`src/rtl/core/path_command_normalizer_unit_defines.svh`:
```
// Assertion macros shared by the normalizer RTL; clk and rst_n come from the using module.
`ifndef PATH_COMMAND_NORMALIZER_UNIT_DEFINES_SVH
`define PATH_COMMAND_NORMALIZER_UNIT_DEFINES_SVH

// Check cons in the same cycle as ante.
`define PCN_ASSERT_NOW(label, ante, cons, msg) \
    label: assert property (@(posedge clk) disable iff (!rst_n) (ante) |-> (cons)) \
        else $error(msg);

// Check cons in the cycle after ante.
`define PCN_ASSERT_NEXT(label, ante, cons, msg) \
    label: assert property (@(posedge clk) disable iff (!rst_n) (ante) |=> (cons)) \
        else $error(msg);

`endif

```
`src/rtl/core/pcn_pkg.sv`:
```
package pcn_pkg;

    localparam logic [3:0] OP_MOVE    = 4'd0;
    localparam logic [3:0] OP_LINE    = 4'd1;
    localparam logic [3:0] OP_HORIZ   = 4'd2;
    localparam logic [3:0] OP_VERT    = 4'd3;
    localparam logic [3:0] OP_QUAD    = 4'd4;
    localparam logic [3:0] OP_SQUAD   = 4'd5;
    localparam logic [3:0] OP_CUBIC   = 4'd6;
    localparam logic [3:0] OP_SCUBIC  = 4'd7;
    localparam logic [3:0] OP_CLOSE   = 4'd8;
    localparam logic [3:0] OP_END     = 4'd9;
    localparam logic [3:0] OP_NONE    = 4'd15;

    localparam logic [2:0] KIND_BEGIN      = 3'd0;
    localparam logic [2:0] KIND_LINE       = 3'd1;
    localparam logic [2:0] KIND_QUAD       = 3'd2;
    localparam logic [2:0] KIND_CUBIC      = 3'd3;
    localparam logic [2:0] KIND_END_OPEN   = 3'd4;
    localparam logic [2:0] KIND_END_CLOSED = 3'd5;

    localparam int NUM_ARGS    = 6;
    localparam int NUM_POINTS  = 6;
    localparam int QUEUE_DEPTH = 2;

    typedef struct packed {
        logic [3:0] op;
        logic       rel;
        logic       reflect;
        logic       lead_valid;
        logic       lead_begin;
        logic       main_valid;
    } pcn_ctrl_t;

    localparam int CTRL_BITS = $bits(pcn_ctrl_t);

    typedef enum logic [1:0] {
        ST_FIRST  = 2'b01,
        ST_SECOND = 2'b10
    } pcn_back_state_t;

endpackage

```
`src/rtl/core/path_command_normalizer_unit.sv`:
```
// Path command normalizer: takes one tokenized path command per word (opcode, relative and
// repeat flags, up to six signed coordinates) and returns absolute figure records, one per word
// on the record side, the last record of each command flagged final. A command is taken every
// cycle while the two-entry command queue has room; the back end turns out one record per cycle
// while records are taken, so a command that yields two records (a move while a figure is open,
// or a drawing command that opens a figure) holds the back end for both; commands that yield one
// record or none run at one per cycle. Commands pass through the queue and the record registers.
// Coordinate additions and smooth-curve reflections saturate to the signed coordinate range.
module path_command_normalizer_unit
    import pcn_pkg::*;
#(
    parameter int COORD_BITS = 32
) (
    input  logic                         clk,
    input  logic                         rst_n,
    input  logic                         cmd_valid,
    output logic                         cmd_ready,
    input  logic [3:0]                   command,
    input  logic                         relative,
    input  logic                         repeat_req,
    input  logic signed [COORD_BITS-1:0] arg_a,
    input  logic signed [COORD_BITS-1:0] arg_b,
    input  logic signed [COORD_BITS-1:0] arg_c,
    input  logic signed [COORD_BITS-1:0] arg_d,
    input  logic signed [COORD_BITS-1:0] arg_e,
    input  logic signed [COORD_BITS-1:0] arg_f,
    output logic                         rec_valid,
    input  logic                         rec_ready,
    output logic [2:0]                   record_kind,
    output logic signed [COORD_BITS-1:0] point0_x,
    output logic signed [COORD_BITS-1:0] point0_y,
    output logic signed [COORD_BITS-1:0] point1_x,
    output logic signed [COORD_BITS-1:0] point1_y,
    output logic signed [COORD_BITS-1:0] point2_x,
    output logic signed [COORD_BITS-1:0] point2_y,
    output logic                         final_record
);

    localparam int ENTRY_BITS = CTRL_BITS + NUM_ARGS * COORD_BITS;

    logic                                push_valid, push_ready;
    pcn_ctrl_t                           push_ctrl, head_ctrl;
    logic [NUM_ARGS-1:0][COORD_BITS-1:0] push_args, head_args;
    logic                                head_valid, pop;
    logic [ENTRY_BITS-1:0]               head_data;

    pcn_front #(
        .COORD_BITS (COORD_BITS)
    ) u_front (
        .clk        (clk),
        .rst_n      (rst_n),
        .cmd_valid  (cmd_valid),
        .cmd_ready  (cmd_ready),
        .command    (command),
        .relative   (relative),
        .repeat_req (repeat_req),
        .arg_a      (arg_a),
        .arg_b      (arg_b),
        .arg_c      (arg_c),
        .arg_d      (arg_d),
        .arg_e      (arg_e),
        .arg_f      (arg_f),
        .push_valid (push_valid),
        .push_ready (push_ready),
        .push_ctrl  (push_ctrl),
        .push_args  (push_args)
    );

    pcn_queue #(
        .WIDTH (ENTRY_BITS)
    ) u_queue (
        .clk        (clk),
        .rst_n      (rst_n),
        .push_valid (push_valid),
        .push_ready (push_ready),
        .push_data  ({push_ctrl, push_args}),
        .head_valid (head_valid),
        .head_data  (head_data),
        .pop        (pop)
    );

    assign head_ctrl = head_data[ENTRY_BITS-1 -: CTRL_BITS];
    assign head_args = head_data[NUM_ARGS*COORD_BITS-1:0];

    pcn_back #(
        .COORD_BITS (COORD_BITS)
    ) u_back (
        .clk          (clk),
        .rst_n        (rst_n),
        .head_valid   (head_valid),
        .head_ctrl    (head_ctrl),
        .head_args    (head_args),
        .pop          (pop),
        .rec_valid    (rec_valid),
        .rec_ready    (rec_ready),
        .record_kind  (record_kind),
        .point0_x     (point0_x),
        .point0_y     (point0_y),
        .point1_x     (point1_x),
        .point1_y     (point1_y),
        .point2_x     (point2_x),
        .point2_y     (point2_y),
        .final_record (final_record)
    );

endmodule

```
`src/rtl/core/pcn_front.sv`:
```
`include "path_command_normalizer_unit_defines.svh"

module pcn_front
    import pcn_pkg::*;
#(
    parameter int COORD_BITS = 32
) (
    input  logic                                  clk,
    input  logic                                  rst_n,
    input  logic                                  cmd_valid,
    output logic                                  cmd_ready,
    input  logic [3:0]                            command,
    input  logic                                  relative,
    input  logic                                  repeat_req,
    input  logic signed [COORD_BITS-1:0]          arg_a,
    input  logic signed [COORD_BITS-1:0]          arg_b,
    input  logic signed [COORD_BITS-1:0]          arg_c,
    input  logic signed [COORD_BITS-1:0]          arg_d,
    input  logic signed [COORD_BITS-1:0]          arg_e,
    input  logic signed [COORD_BITS-1:0]          arg_f,
    output logic                                  push_valid,
    input  logic                                  push_ready,
    output pcn_ctrl_t                             push_ctrl,
    output logic [NUM_ARGS-1:0][COORD_BITS-1:0]   push_args
);

    logic [3:0] prev_op_reg, prev_op_next;
    logic       prev_rel_reg, prev_rel_next;
    logic       figure_open_reg, figure_open_next;
    logic [3:0] eff_op;
    logic       eff_rel;
    logic       drop;
    logic       keep;
    logic       accept;

    always_comb
    begin
        eff_op  = command;
        eff_rel = relative;
        if (repeat_req)
        begin
            eff_op  = (prev_op_reg == OP_MOVE) ? OP_LINE : prev_op_reg;
            eff_rel = prev_rel_reg;
        end
        drop = (eff_op > OP_END);

        push_ctrl            = '0;
        push_ctrl.op         = eff_op;
        push_ctrl.rel        = eff_rel;
        push_ctrl.reflect    = ((eff_op == OP_SQUAD) &&
                                ((prev_op_reg == OP_QUAD) || (prev_op_reg == OP_SQUAD))) ||
                               ((eff_op == OP_SCUBIC) &&
                                ((prev_op_reg == OP_CUBIC) || (prev_op_reg == OP_SCUBIC)));
        keep             = !drop;
        prev_op_next     = eff_op;
        prev_rel_next    = eff_rel;
        figure_open_next = 1'b1;

        case (eff_op)
            OP_END:
            begin
                push_ctrl.main_valid = figure_open_reg;
                prev_op_next         = OP_NONE;
                prev_rel_next        = 1'b0;
                figure_open_next     = 1'b0;
            end
            OP_CLOSE:
            begin
                push_ctrl.main_valid = 1'b1;
                keep                 = !drop && figure_open_reg;
                figure_open_next     = 1'b0;
            end
            OP_MOVE:
            begin
                push_ctrl.main_valid = 1'b1;
                push_ctrl.lead_valid = figure_open_reg;
                push_ctrl.lead_begin = 1'b0;
            end
            default:
            begin
                push_ctrl.main_valid = 1'b1;
                push_ctrl.lead_valid = !figure_open_reg;
                push_ctrl.lead_begin = 1'b1;
            end
        endcase
    end

    assign push_args  = {arg_f, arg_e, arg_d, arg_c, arg_b, arg_a};
    assign cmd_ready  = push_ready;
    assign push_valid = cmd_valid && keep;
    assign accept     = cmd_valid && cmd_ready;

    always_ff @(posedge clk or negedge rst_n)
    begin
        if (!rst_n)
        begin
            prev_op_reg     <= OP_NONE;
            prev_rel_reg    <= 1'b0;
            figure_open_reg <= 1'b0;
        end
        else if (accept && !drop)
        begin
            prev_op_reg     <= prev_op_next;
            prev_rel_reg    <= prev_rel_next;
            figure_open_reg <= figure_open_next;
        end
    end

    `PCN_ASSERT_NOW(a_no_figure_without_op, prev_op_reg == OP_NONE, !figure_open_reg, "figure open with no previous command")

endmodule

```
`src/rtl/core/pcn_queue.sv`:
```
`include "path_command_normalizer_unit_defines.svh"

module pcn_queue
    import pcn_pkg::*;
#(
    parameter int WIDTH = 8
) (
    input  logic             clk,
    input  logic             rst_n,
    input  logic             push_valid,
    output logic             push_ready,
    input  logic [WIDTH-1:0] push_data,
    output logic             head_valid,
    output logic [WIDTH-1:0] head_data,
    input  logic             pop
);

    localparam int PTR_W = (QUEUE_DEPTH > 1) ? $clog2(QUEUE_DEPTH) : 1;
    localparam int CNT_W = $clog2(QUEUE_DEPTH + 1);
    localparam logic [CNT_W-1:0] FULL_COUNT = CNT_W'(QUEUE_DEPTH);
    localparam logic [PTR_W-1:0] LAST_PTR   = PTR_W'(QUEUE_DEPTH - 1);

    logic [WIDTH-1:0] mem [QUEUE_DEPTH];
    logic [PTR_W-1:0] wr_ptr_reg, rd_ptr_reg;
    logic [CNT_W-1:0] count_reg, count_next;
    logic             push;

    assign push_ready = (count_reg != FULL_COUNT);
    assign push       = push_valid && push_ready;
    assign head_valid = (count_reg != '0);
    assign head_data  = mem[rd_ptr_reg];

    always_comb
    begin
        case ({push, pop})
            2'b10:   count_next = count_reg + 1'b1;
            2'b01:   count_next = count_reg - 1'b1;
            default: count_next = count_reg;
        endcase
    end

    always_ff @(posedge clk)
    begin
        if (push)
        begin
            mem[wr_ptr_reg] <= push_data;
        end
    end

    always_ff @(posedge clk or negedge rst_n)
    begin
        if (!rst_n)
        begin
            wr_ptr_reg <= '0;
            rd_ptr_reg <= '0;
            count_reg  <= '0;
        end
        else
        begin
            if (push)
            begin
                wr_ptr_reg <= (wr_ptr_reg == LAST_PTR) ? '0 : wr_ptr_reg + 1'b1;
            end
            if (pop)
            begin
                rd_ptr_reg <= (rd_ptr_reg == LAST_PTR) ? '0 : rd_ptr_reg + 1'b1;
            end
            count_reg <= count_next;
        end
    end

    `PCN_ASSERT_NOW(a_no_pop_empty, pop, count_reg != '0, "pop from empty command queue")
    `PCN_ASSERT_NOW(a_count_bound, 1'b1, count_reg <= FULL_COUNT, "command queue count out of range")

endmodule

```
`src/rtl/core/pcn_back.sv`:
```
`include "path_command_normalizer_unit_defines.svh"

module pcn_back
    import pcn_pkg::*;
#(
    parameter int COORD_BITS = 32
) (
    input  logic                                clk,
    input  logic                                rst_n,
    input  logic                                head_valid,
    input  pcn_ctrl_t                           head_ctrl,
    input  logic [NUM_ARGS-1:0][COORD_BITS-1:0] head_args,
    output logic                                pop,
    output logic                                rec_valid,
    input  logic                                rec_ready,
    output logic [2:0]                          record_kind,
    output logic signed [COORD_BITS-1:0]        point0_x,
    output logic signed [COORD_BITS-1:0]        point0_y,
    output logic signed [COORD_BITS-1:0]        point1_x,
    output logic signed [COORD_BITS-1:0]        point1_y,
    output logic signed [COORD_BITS-1:0]        point2_x,
    output logic signed [COORD_BITS-1:0]        point2_y,
    output logic                                final_record
);

    localparam int W = COORD_BITS;
    localparam logic [W-1:0] COORD_MAX = {1'b0, {(W-1){1'b1}}};
    localparam logic [W-1:0] COORD_MIN = {1'b1, {(W-1){1'b0}}};

    function automatic logic [W-1:0] sat_add(input logic [W-1:0] a, input logic [W-1:0] b);
        logic [W:0] s;
        s = {a[W-1], a} + {b[W-1], b};
        if (s[W] != s[W-1])
        begin
            return s[W] ? COORD_MIN : COORD_MAX;
        end
        return s[W-1:0];
    endfunction

    function automatic logic [W-1:0] reflect(input logic [W-1:0] p, input logic [W-1:0] c);
        logic [W:0]   d;
        logic [W+1:0] s;
        d = {p[W-1], p} - {c[W-1], c};
        s = {{2{p[W-1]}}, p} + {d[W], d};
        if ((s[W+1:W-1] == 3'b000) || (s[W+1:W-1] == 3'b111))
        begin
            return s[W-1:0];
        end
        return s[W+1] ? COORD_MIN : COORD_MAX;
    endfunction

    pcn_back_state_t state_reg, state_next;

    logic [W-1:0] pen_x_reg, pen_y_reg, ctl_x_reg, ctl_y_reg;
    logic [W-1:0] pen_x_next, pen_y_next, ctl_x_next, ctl_y_next;

    logic         rec_valid_reg, rec_valid_next;
    logic [2:0]   kind_reg, kind_next;
    logic [W-1:0] pt_reg  [NUM_POINTS];
    logic [W-1:0] pt_next [NUM_POINTS];
    logic         final_reg, final_next;

    logic         can_load, step, lead_now, issue;
    logic [W-1:0] ox, oy;
    logic [W-1:0] sx0, sy1, sx2, sy3, sx4, sy5, sy0;
    logic [W-1:0] ref_x, ref_y;
    logic [W-1:0] mp  [NUM_POINTS];
    logic [W-1:0] end_x, end_y;
    logic [2:0]   main_kind;

    assign can_load = !rec_valid_reg || rec_ready;
    assign step     = head_valid && can_load;
    assign lead_now = head_ctrl.lead_valid && (state_reg == ST_FIRST);
    assign pop      = step && !lead_now;
    assign issue    = step && (lead_now || head_ctrl.main_valid);

    assign ox  = head_ctrl.rel ? pen_x_reg : '0;
    assign oy  = head_ctrl.rel ? pen_y_reg : '0;
    assign sx0 = sat_add(head_args[0], ox);
    assign sy1 = sat_add(head_args[1], oy);
    assign sx2 = sat_add(head_args[2], ox);
    assign sy3 = sat_add(head_args[3], oy);
    assign sx4 = sat_add(head_args[4], ox);
    assign sy5 = sat_add(head_args[5], oy);
    assign sy0 = sat_add(head_args[0], oy);

    assign ref_x = head_ctrl.reflect ? reflect(pen_x_reg, ctl_x_reg) : pen_x_reg;
    assign ref_y = head_ctrl.reflect ? reflect(pen_y_reg, ctl_y_reg) : pen_y_reg;

    // main record of the head command
    always_comb
    begin
        for (int i = 0; i < NUM_POINTS; i++)
        begin
            mp[i] = '0;
        end
        end_x     = pen_x_reg;
        end_y     = pen_y_reg;
        main_kind = KIND_LINE;
        case (head_ctrl.op)
            OP_MOVE, OP_LINE:
            begin
                main_kind = (head_ctrl.op == OP_MOVE) ? KIND_BEGIN : KIND_LINE;
                mp[0] = sx0; mp[1] = sy1;
                end_x = sx0; end_y = sy1;
            end
            OP_HORIZ:
            begin
                mp[0] = sx0; mp[1] = pen_y_reg;
                end_x = sx0;
            end
            OP_VERT:
            begin
                mp[0] = pen_x_reg; mp[1] = sy0;
                end_y = sy0;
            end
            OP_QUAD:
            begin
                main_kind = KIND_QUAD;
                mp[0] = sx0; mp[1] = sy1; mp[2] = sx2; mp[3] = sy3;
                end_x = sx2; end_y = sy3;
            end
            OP_SQUAD:
            begin
                main_kind = KIND_QUAD;
                mp[0] = ref_x; mp[1] = ref_y; mp[2] = sx0; mp[3] = sy1;
                end_x = sx0; end_y = sy1;
            end
            OP_CUBIC:
            begin
                main_kind = KIND_CUBIC;
                mp[0] = sx0; mp[1] = sy1; mp[2] = sx2; mp[3] = sy3;
                mp[4] = sx4; mp[5] = sy5;
                end_x = sx4; end_y = sy5;
            end
            OP_SCUBIC:
            begin
                main_kind = KIND_CUBIC;
                mp[0] = ref_x; mp[1] = ref_y; mp[2] = sx0; mp[3] = sy1;
                mp[4] = sx2; mp[5] = sy3;
                end_x = sx2; end_y = sy3;
            end
            OP_CLOSE:
            begin
                main_kind = KIND_END_CLOSED;
            end
            default:
            begin
                main_kind = KIND_END_OPEN;
            end
        endcase
    end

    always_comb
    begin
        state_next     = state_reg;
        pen_x_next     = pen_x_reg;
        pen_y_next     = pen_y_reg;
        ctl_x_next     = ctl_x_reg;
        ctl_y_next     = ctl_y_reg;
        rec_valid_next = rec_valid_reg;
        kind_next      = kind_reg;
        final_next     = final_reg;
        for (int i = 0; i < NUM_POINTS; i++)
        begin
            pt_next[i] = pt_reg[i];
        end

        if (can_load)
        begin
            rec_valid_next = issue;
        end

        if (step && lead_now)
        begin
            state_next = ST_SECOND;
            final_next = 1'b0;
            for (int i = 0; i < NUM_POINTS; i++)
            begin
                pt_next[i] = '0;
            end
            if (head_ctrl.lead_begin)
            begin
                kind_next  = KIND_BEGIN;
                pt_next[0] = pen_x_reg;
                pt_next[1] = pen_y_reg;
            end
            else
            begin
                kind_next = KIND_END_OPEN;
            end
        end
        else if (pop)
        begin
            state_next = ST_FIRST;
            final_next = 1'b1;
            kind_next  = main_kind;
            for (int i = 0; i < NUM_POINTS; i++)
            begin
                pt_next[i] = mp[i];
            end
            case (head_ctrl.op)
                OP_END:
                begin
                    pen_x_next = '0;
                    pen_y_next = '0;
                    ctl_x_next = '0;
                    ctl_y_next = '0;
                end
                OP_CLOSE:
                begin
                    pen_x_next = pen_x_reg;
                end
                OP_QUAD, OP_SQUAD:
                begin
                    pen_x_next = end_x;
                    pen_y_next = end_y;
                    ctl_x_next = mp[0];
                    ctl_y_next = mp[1];
                end
                OP_CUBIC, OP_SCUBIC:
                begin
                    pen_x_next = end_x;
                    pen_y_next = end_y;
                    ctl_x_next = mp[2];
                    ctl_y_next = mp[3];
                end
                default:
                begin
                    pen_x_next = end_x;
                    pen_y_next = end_y;
                end
            endcase
        end
    end

    always_ff @(posedge clk or negedge rst_n)
    begin
        if (!rst_n)
        begin
            state_reg     <= ST_FIRST;
            rec_valid_reg <= 1'b0;
            pen_x_reg     <= '0;
            pen_y_reg     <= '0;
            ctl_x_reg     <= '0;
            ctl_y_reg     <= '0;
        end
        else
        begin
            state_reg     <= state_next;
            rec_valid_reg <= rec_valid_next;
            pen_x_reg     <= pen_x_next;
            pen_y_reg     <= pen_y_next;
            ctl_x_reg     <= ctl_x_next;
            ctl_y_reg     <= ctl_y_next;
        end
    end

    always_ff @(posedge clk)
    begin
        kind_reg  <= kind_next;
        final_reg <= final_next;
        for (int i = 0; i < NUM_POINTS; i++)
        begin
            pt_reg[i] <= pt_next[i];
        end
    end

    assign rec_valid    = rec_valid_reg;
    assign record_kind  = kind_reg;
    assign point0_x     = pt_reg[0];
    assign point0_y     = pt_reg[1];
    assign point1_x     = pt_reg[2];
    assign point1_y     = pt_reg[3];
    assign point2_x     = pt_reg[4];
    assign point2_y     = pt_reg[5];
    assign final_record = final_reg;

    `PCN_ASSERT_NOW(a_second_has_head, state_reg == ST_SECOND, head_valid && head_ctrl.lead_valid, "second record pending without its command")
    `PCN_ASSERT_NEXT(a_lead_not_final, step && lead_now, rec_valid_reg && !final_reg && (state_reg == ST_SECOND), "leading record marked final")

endmodule

```
`config.mk`:
```
export PLATFORM = sky130hd
export DESIGN_NAME = path_command_normalizer_unit
export DESIGN_NICKNAME = d
export VERILOG_FILES = /design/src/rtl/core/pcn_pkg.sv /design/src/rtl/core/path_command_normalizer_unit.sv /design/src/rtl/core/pcn_front.sv /design/src/rtl/core/pcn_queue.sv /design/src/rtl/core/pcn_back.sv
export VERILOG_INCLUDE_DIRS = /design/src /design/src/rtl/core
export SDC_FILE = /design/constraint.sdc
export NUM_CORES = 2
export LEC_CHECK = 0
export ABC_AREA = 1
export BUFFER_PORTS_ARGS = -buffer_cell sky130_fd_sc_hd__buf_2
export CAP_MARGIN = 30
export CORE_MARGIN = 2
export CORE_UTILIZATION = 33
export CTS_CLUSTER_DIAMETER = 80
export DETAILED_ROUTE_END_ITERATION = 16
export HOLD_SLACK_MARGIN = 0.1
export PLACE_DENSITY = 0.5
export RECOVER_POWER = 25
export SYNTH_ARGS = -nofsm -noshare
export SYNTH_HDL_FRONTEND = slang
export SYNTH_SLANG_ARGS = --single-unit
```
`constraint.sdc`:
```
create_clock -name clk -period 23.5 [get_ports clk]
set_input_delay 4.7 -clock clk [delete_from_list [all_inputs] [get_ports clk]]
set_output_delay 4.7 -clock clk [all_outputs]
set_load 0.03 [all_outputs]
```
==> metrics.md <==
| Metric | Value |
|---|---|
| Status | `finished, violations left` |
| Violated checks | `capacitance limit, slew limit` |
| Max Cap Viol | `1` |
| Pre-CTS setup slack | `14.44 ns` |
| PortBufs | `399` |
| CTS Buf Count | `96` |
| DP Cell Count | `9,682` |
| Commonest non-fill, non-tap cells in the layout | `nand2_1 (2,525), inv_1 (641), nor2_1 (600)` |
| TNS Setup | `0 ns` |
| Initial Utilization | `0.333` |
| Clock buffer depth | `3` |
| Final net count | `8,186` |
| Via-per-instance ratio | `5.53` |
| Layout cell share with drive strength beyond 1 | `0.0814` |
| Die ar. | `0.163 sq mm` |
| Minimum clock period | `8.52 ns` |
| Post-synthesis async set-or-reset flop share | `0.191` |
| Slew Limit Headroom | `-0.896` |
| Synth Register Bits | `739` |
| Most common cell after layout, fill and taps aside | `nand2_1` |
| RSZ-0062 raised after global routing | `false` |
| Pin count of the biggest net entering global routing | `210` |
| Final Hold Vio Count | `0` |
| Critical path arrival | `9.15 ns` |
| Post-detail-place hpwl | `206 mm` |
| DR pass1 iterations | `6` |
| Core ar. | `0.159 sq mm` |
| Area leader, netlist | `edfxtp_1` |
| # clock sinks | `739` |
| H-tree depth | `3` |
| DIE WIDTH | `404 um` |
| Initial antenna violation count | `20` |
| Layout area overhead | `13.5%` |
| Top post-synthesis cells by area | `edfxtp_1 (27%), nand2_1 (18%), dfrtp_1 (6.4%), ha_1 (6.4%), nand3_1 (5.1%)` |
| Vias | `54,600` |
| Cell area after layout | `0.0600 sq mm` |
| Residual DRC count | `0` |
| First-pass GRT wire length | `363 mm` |
| Placed cell areas | `0.0570 sq mm` |
| Fin worst setup slack | `14.98 ns` |
| Slew Limit Fails | `33` |
| CP Capture Type | `register` |
| # rows | `146` |
| CTS tree | `done` |
| Die Y | `404 um` |
| Worst-Margin Slew | `2.84 ns` |
| I/O pin total | `400` |
| Non-filler cells, final | `9,874` |
| Synth warnings | `0` |
| Data required time of the worst path | `24.13 ns` |
| Cells after synthesis | `7,402` |
| WL/cell | `26.2 um` |
| Max Clock Skew | `0.0550 ns` |
| 1st-iter DRT viols | `7,218` |
| Syn_area_per_cell | `7.14 sq um` |
| Post-synth EDFFs | `469` |
| FILL cells | `16,900` |
| Post-Syn Area | `0.0529 sq mm` |
| Hold bufs inserted after CTS | `0` |
| Crit start category | `primary input` |
| Routed wire length | `259 mm` |
| Post-cts gate resize count | `0` |
| Setup violators final | `0` |
| Post-synth net total | `7,878` |
| Clock slew at reported path FFs | `0.06 ns` |
| Top FF cell, synth | `edfxtp_1` |
| GRT overflow | `0` |
| Worst min-delay path class | `register to register` |
| Critical Path Fanout Max | `209` |
| Largest register FFs | `402` |
| Sequential area share after synthesis | `0.382` |
| Fmax | `117 MHz` |
| Path type of the worst setup path | `primary input to register` |
| Root Buffer | `clkbuf_16` |
| Share of the synthesized area in the top cell type | `0.266` |
| Final ANT Viol Nets | `0` |
| Post-CTS setup buffers | `0` |
| Total GRT Usage | `0.307` |
| Later-pin clock latency in the skew report | `0.75 ns` |
| Final Cycle Share | `0.363` |
| Routability Congestion | `1.04` |
| Yosys cell types | `65` |
| Via count of the first global-routing pass | `49,500` |
## area by class of cell
cell class / count / area (sq um) / share of cell area
diodes: 9 / 22.5 / 0.000375
clock buffers: 128 / 2680 / 0.0446
flip-flops and latches: 739 / 20200 / 0.337
multi-input cells: 5723 / 29000 / 0.483
clock inverters: 53 / 467 / 0.00778
inverters: 664 / 2500 / 0.0416
well taps: 2072 / 2590 / 0.0432
repair buffers: 486 / 2570 / 0.0428
## through the flow
stage	hold slack [ns]	util
2_1_floorplan	0.449	-
5_1_grt	0.465	0.378
3_3_place_gp	0.442	0.359
3_5_place_dp	0.438	0.359
6_report	0.451	0.378
4_1_cts	0.451	0.379
## synth_stat cells (5+ instances only)
master / n
a221oi_1: 5
a31oi_1: 44
o21a_1: 44
buf_2: 50
nand3b_1: 33
dfrtp_1: 136
and3_1: 8
a21oi_1: 524
o211ai_1: 65
nor2_1: 614
a22o_1: 50
buf_6: 20
nor2_8: 5
dfxtp_1: 129
o22ai_1: 21
o21ai_1: 94
o221a_2: 5
ha_1: 272
clkinv_1: 6
a21oi_2: 7
xnor2_1: 121
dfstp_2: 5
buf_4: 13
o21ai_2: 6
nand2_1: 2525
a21o_1: 42
o21bai_1: 23
buf_1: 24
inv_2: 16
inv_1: 642
nor3_1: 61
nand2_2: 34
nor2_2: 12
edfxtp_1: 469
nor4_1: 19
xor2_1: 76
o211a_1: 5
nand3_1: 536
o21ai_0: 368
nand4_1: 35
a211oi_1: 10
a21boi_0: 12
clkbuf_1: 169
## worst max-delay path: stages
cell and delay [ns]:
buf_2 0.09, nor2_1 0.06, a21oi_4 0.13, buf_12 0.46, inv_2 0.03, buf_4 0.45
nor2_4 0.26, buf_12 0.71, nand2_1 0.69, nor2_2 0.44, inv_2 0.31, a21oi_1 0.19
o21ai_1 0.10, o21ai_0 0.11
## final timing paths
path | start | cells past startpoint | to | slack (ns)
hold reg to reg | u_back.pt_reg[2][3]$_SDFFE_PP0P_ | 2 | u_back.pt_reg[2][3]$_SDFFE_PP0P_ | 0.45
min in group asynchronous | rst_n | 1 | u_front.prev_rel_reg$_DFFE_PN0P_ | 4.88
setup / recovery | rec_ready | 14 | u_back.pen_y_reg[6]$_DFFE_PN0P_ | 14.98
max in group asynchronous | rst_n | 3 | u_back.ctl_x_reg[8]$_DFFE_PN0P_ | 15.72
setup reg to reg | u_queue.rd_ptr_reg$_DFFE_PN0P_ | 22 | u_back.pen_y_reg[9]$_DFFE_PN0P_ | 16.17
hold / removal | u_back.pt_reg[2][3]$_SDFFE_PP0P_ | 2 | u_back.pt_reg[2][3]$_SDFFE_PP0P_ | 0.45
## metal layers
| layer | share of wire | global-route usage | wire (um) | vias to the layer above |
|---|---|---|---|---|
| li1 | - | - | - | 25300 |
| met1 | 0.46 | 0.464 | 119000 | 26000 |
| met2 | 0.39 | 0.411 | 99900 | 2924 |
| met3 | 0.12 | 0.0899 | 31300 | 348 |
| met4 | 0.033 | 0.0944 | 8430 | 2 |
| met5 | 0.000050 | 0 | 13 | - |
## cell families (layout without fill, tap and decap cells)
group,Yosys count,after routing,share of synthesized area
and+or+nand+nor,3900,3900,0.302
adders and majority gates,274,274,0.0651
buffers and inverters,940,1331,0.0717
xor gates and xnor gates,197,197,0.0326
other,0,9,0
DFF,739,739,0.382
AOI/OAI and AO/OA,1352,1352,0.146
Power is left out: the tool's default activity adds up to more than one toggle a clock period on the data nets, which glitch-free logic cannot reach.
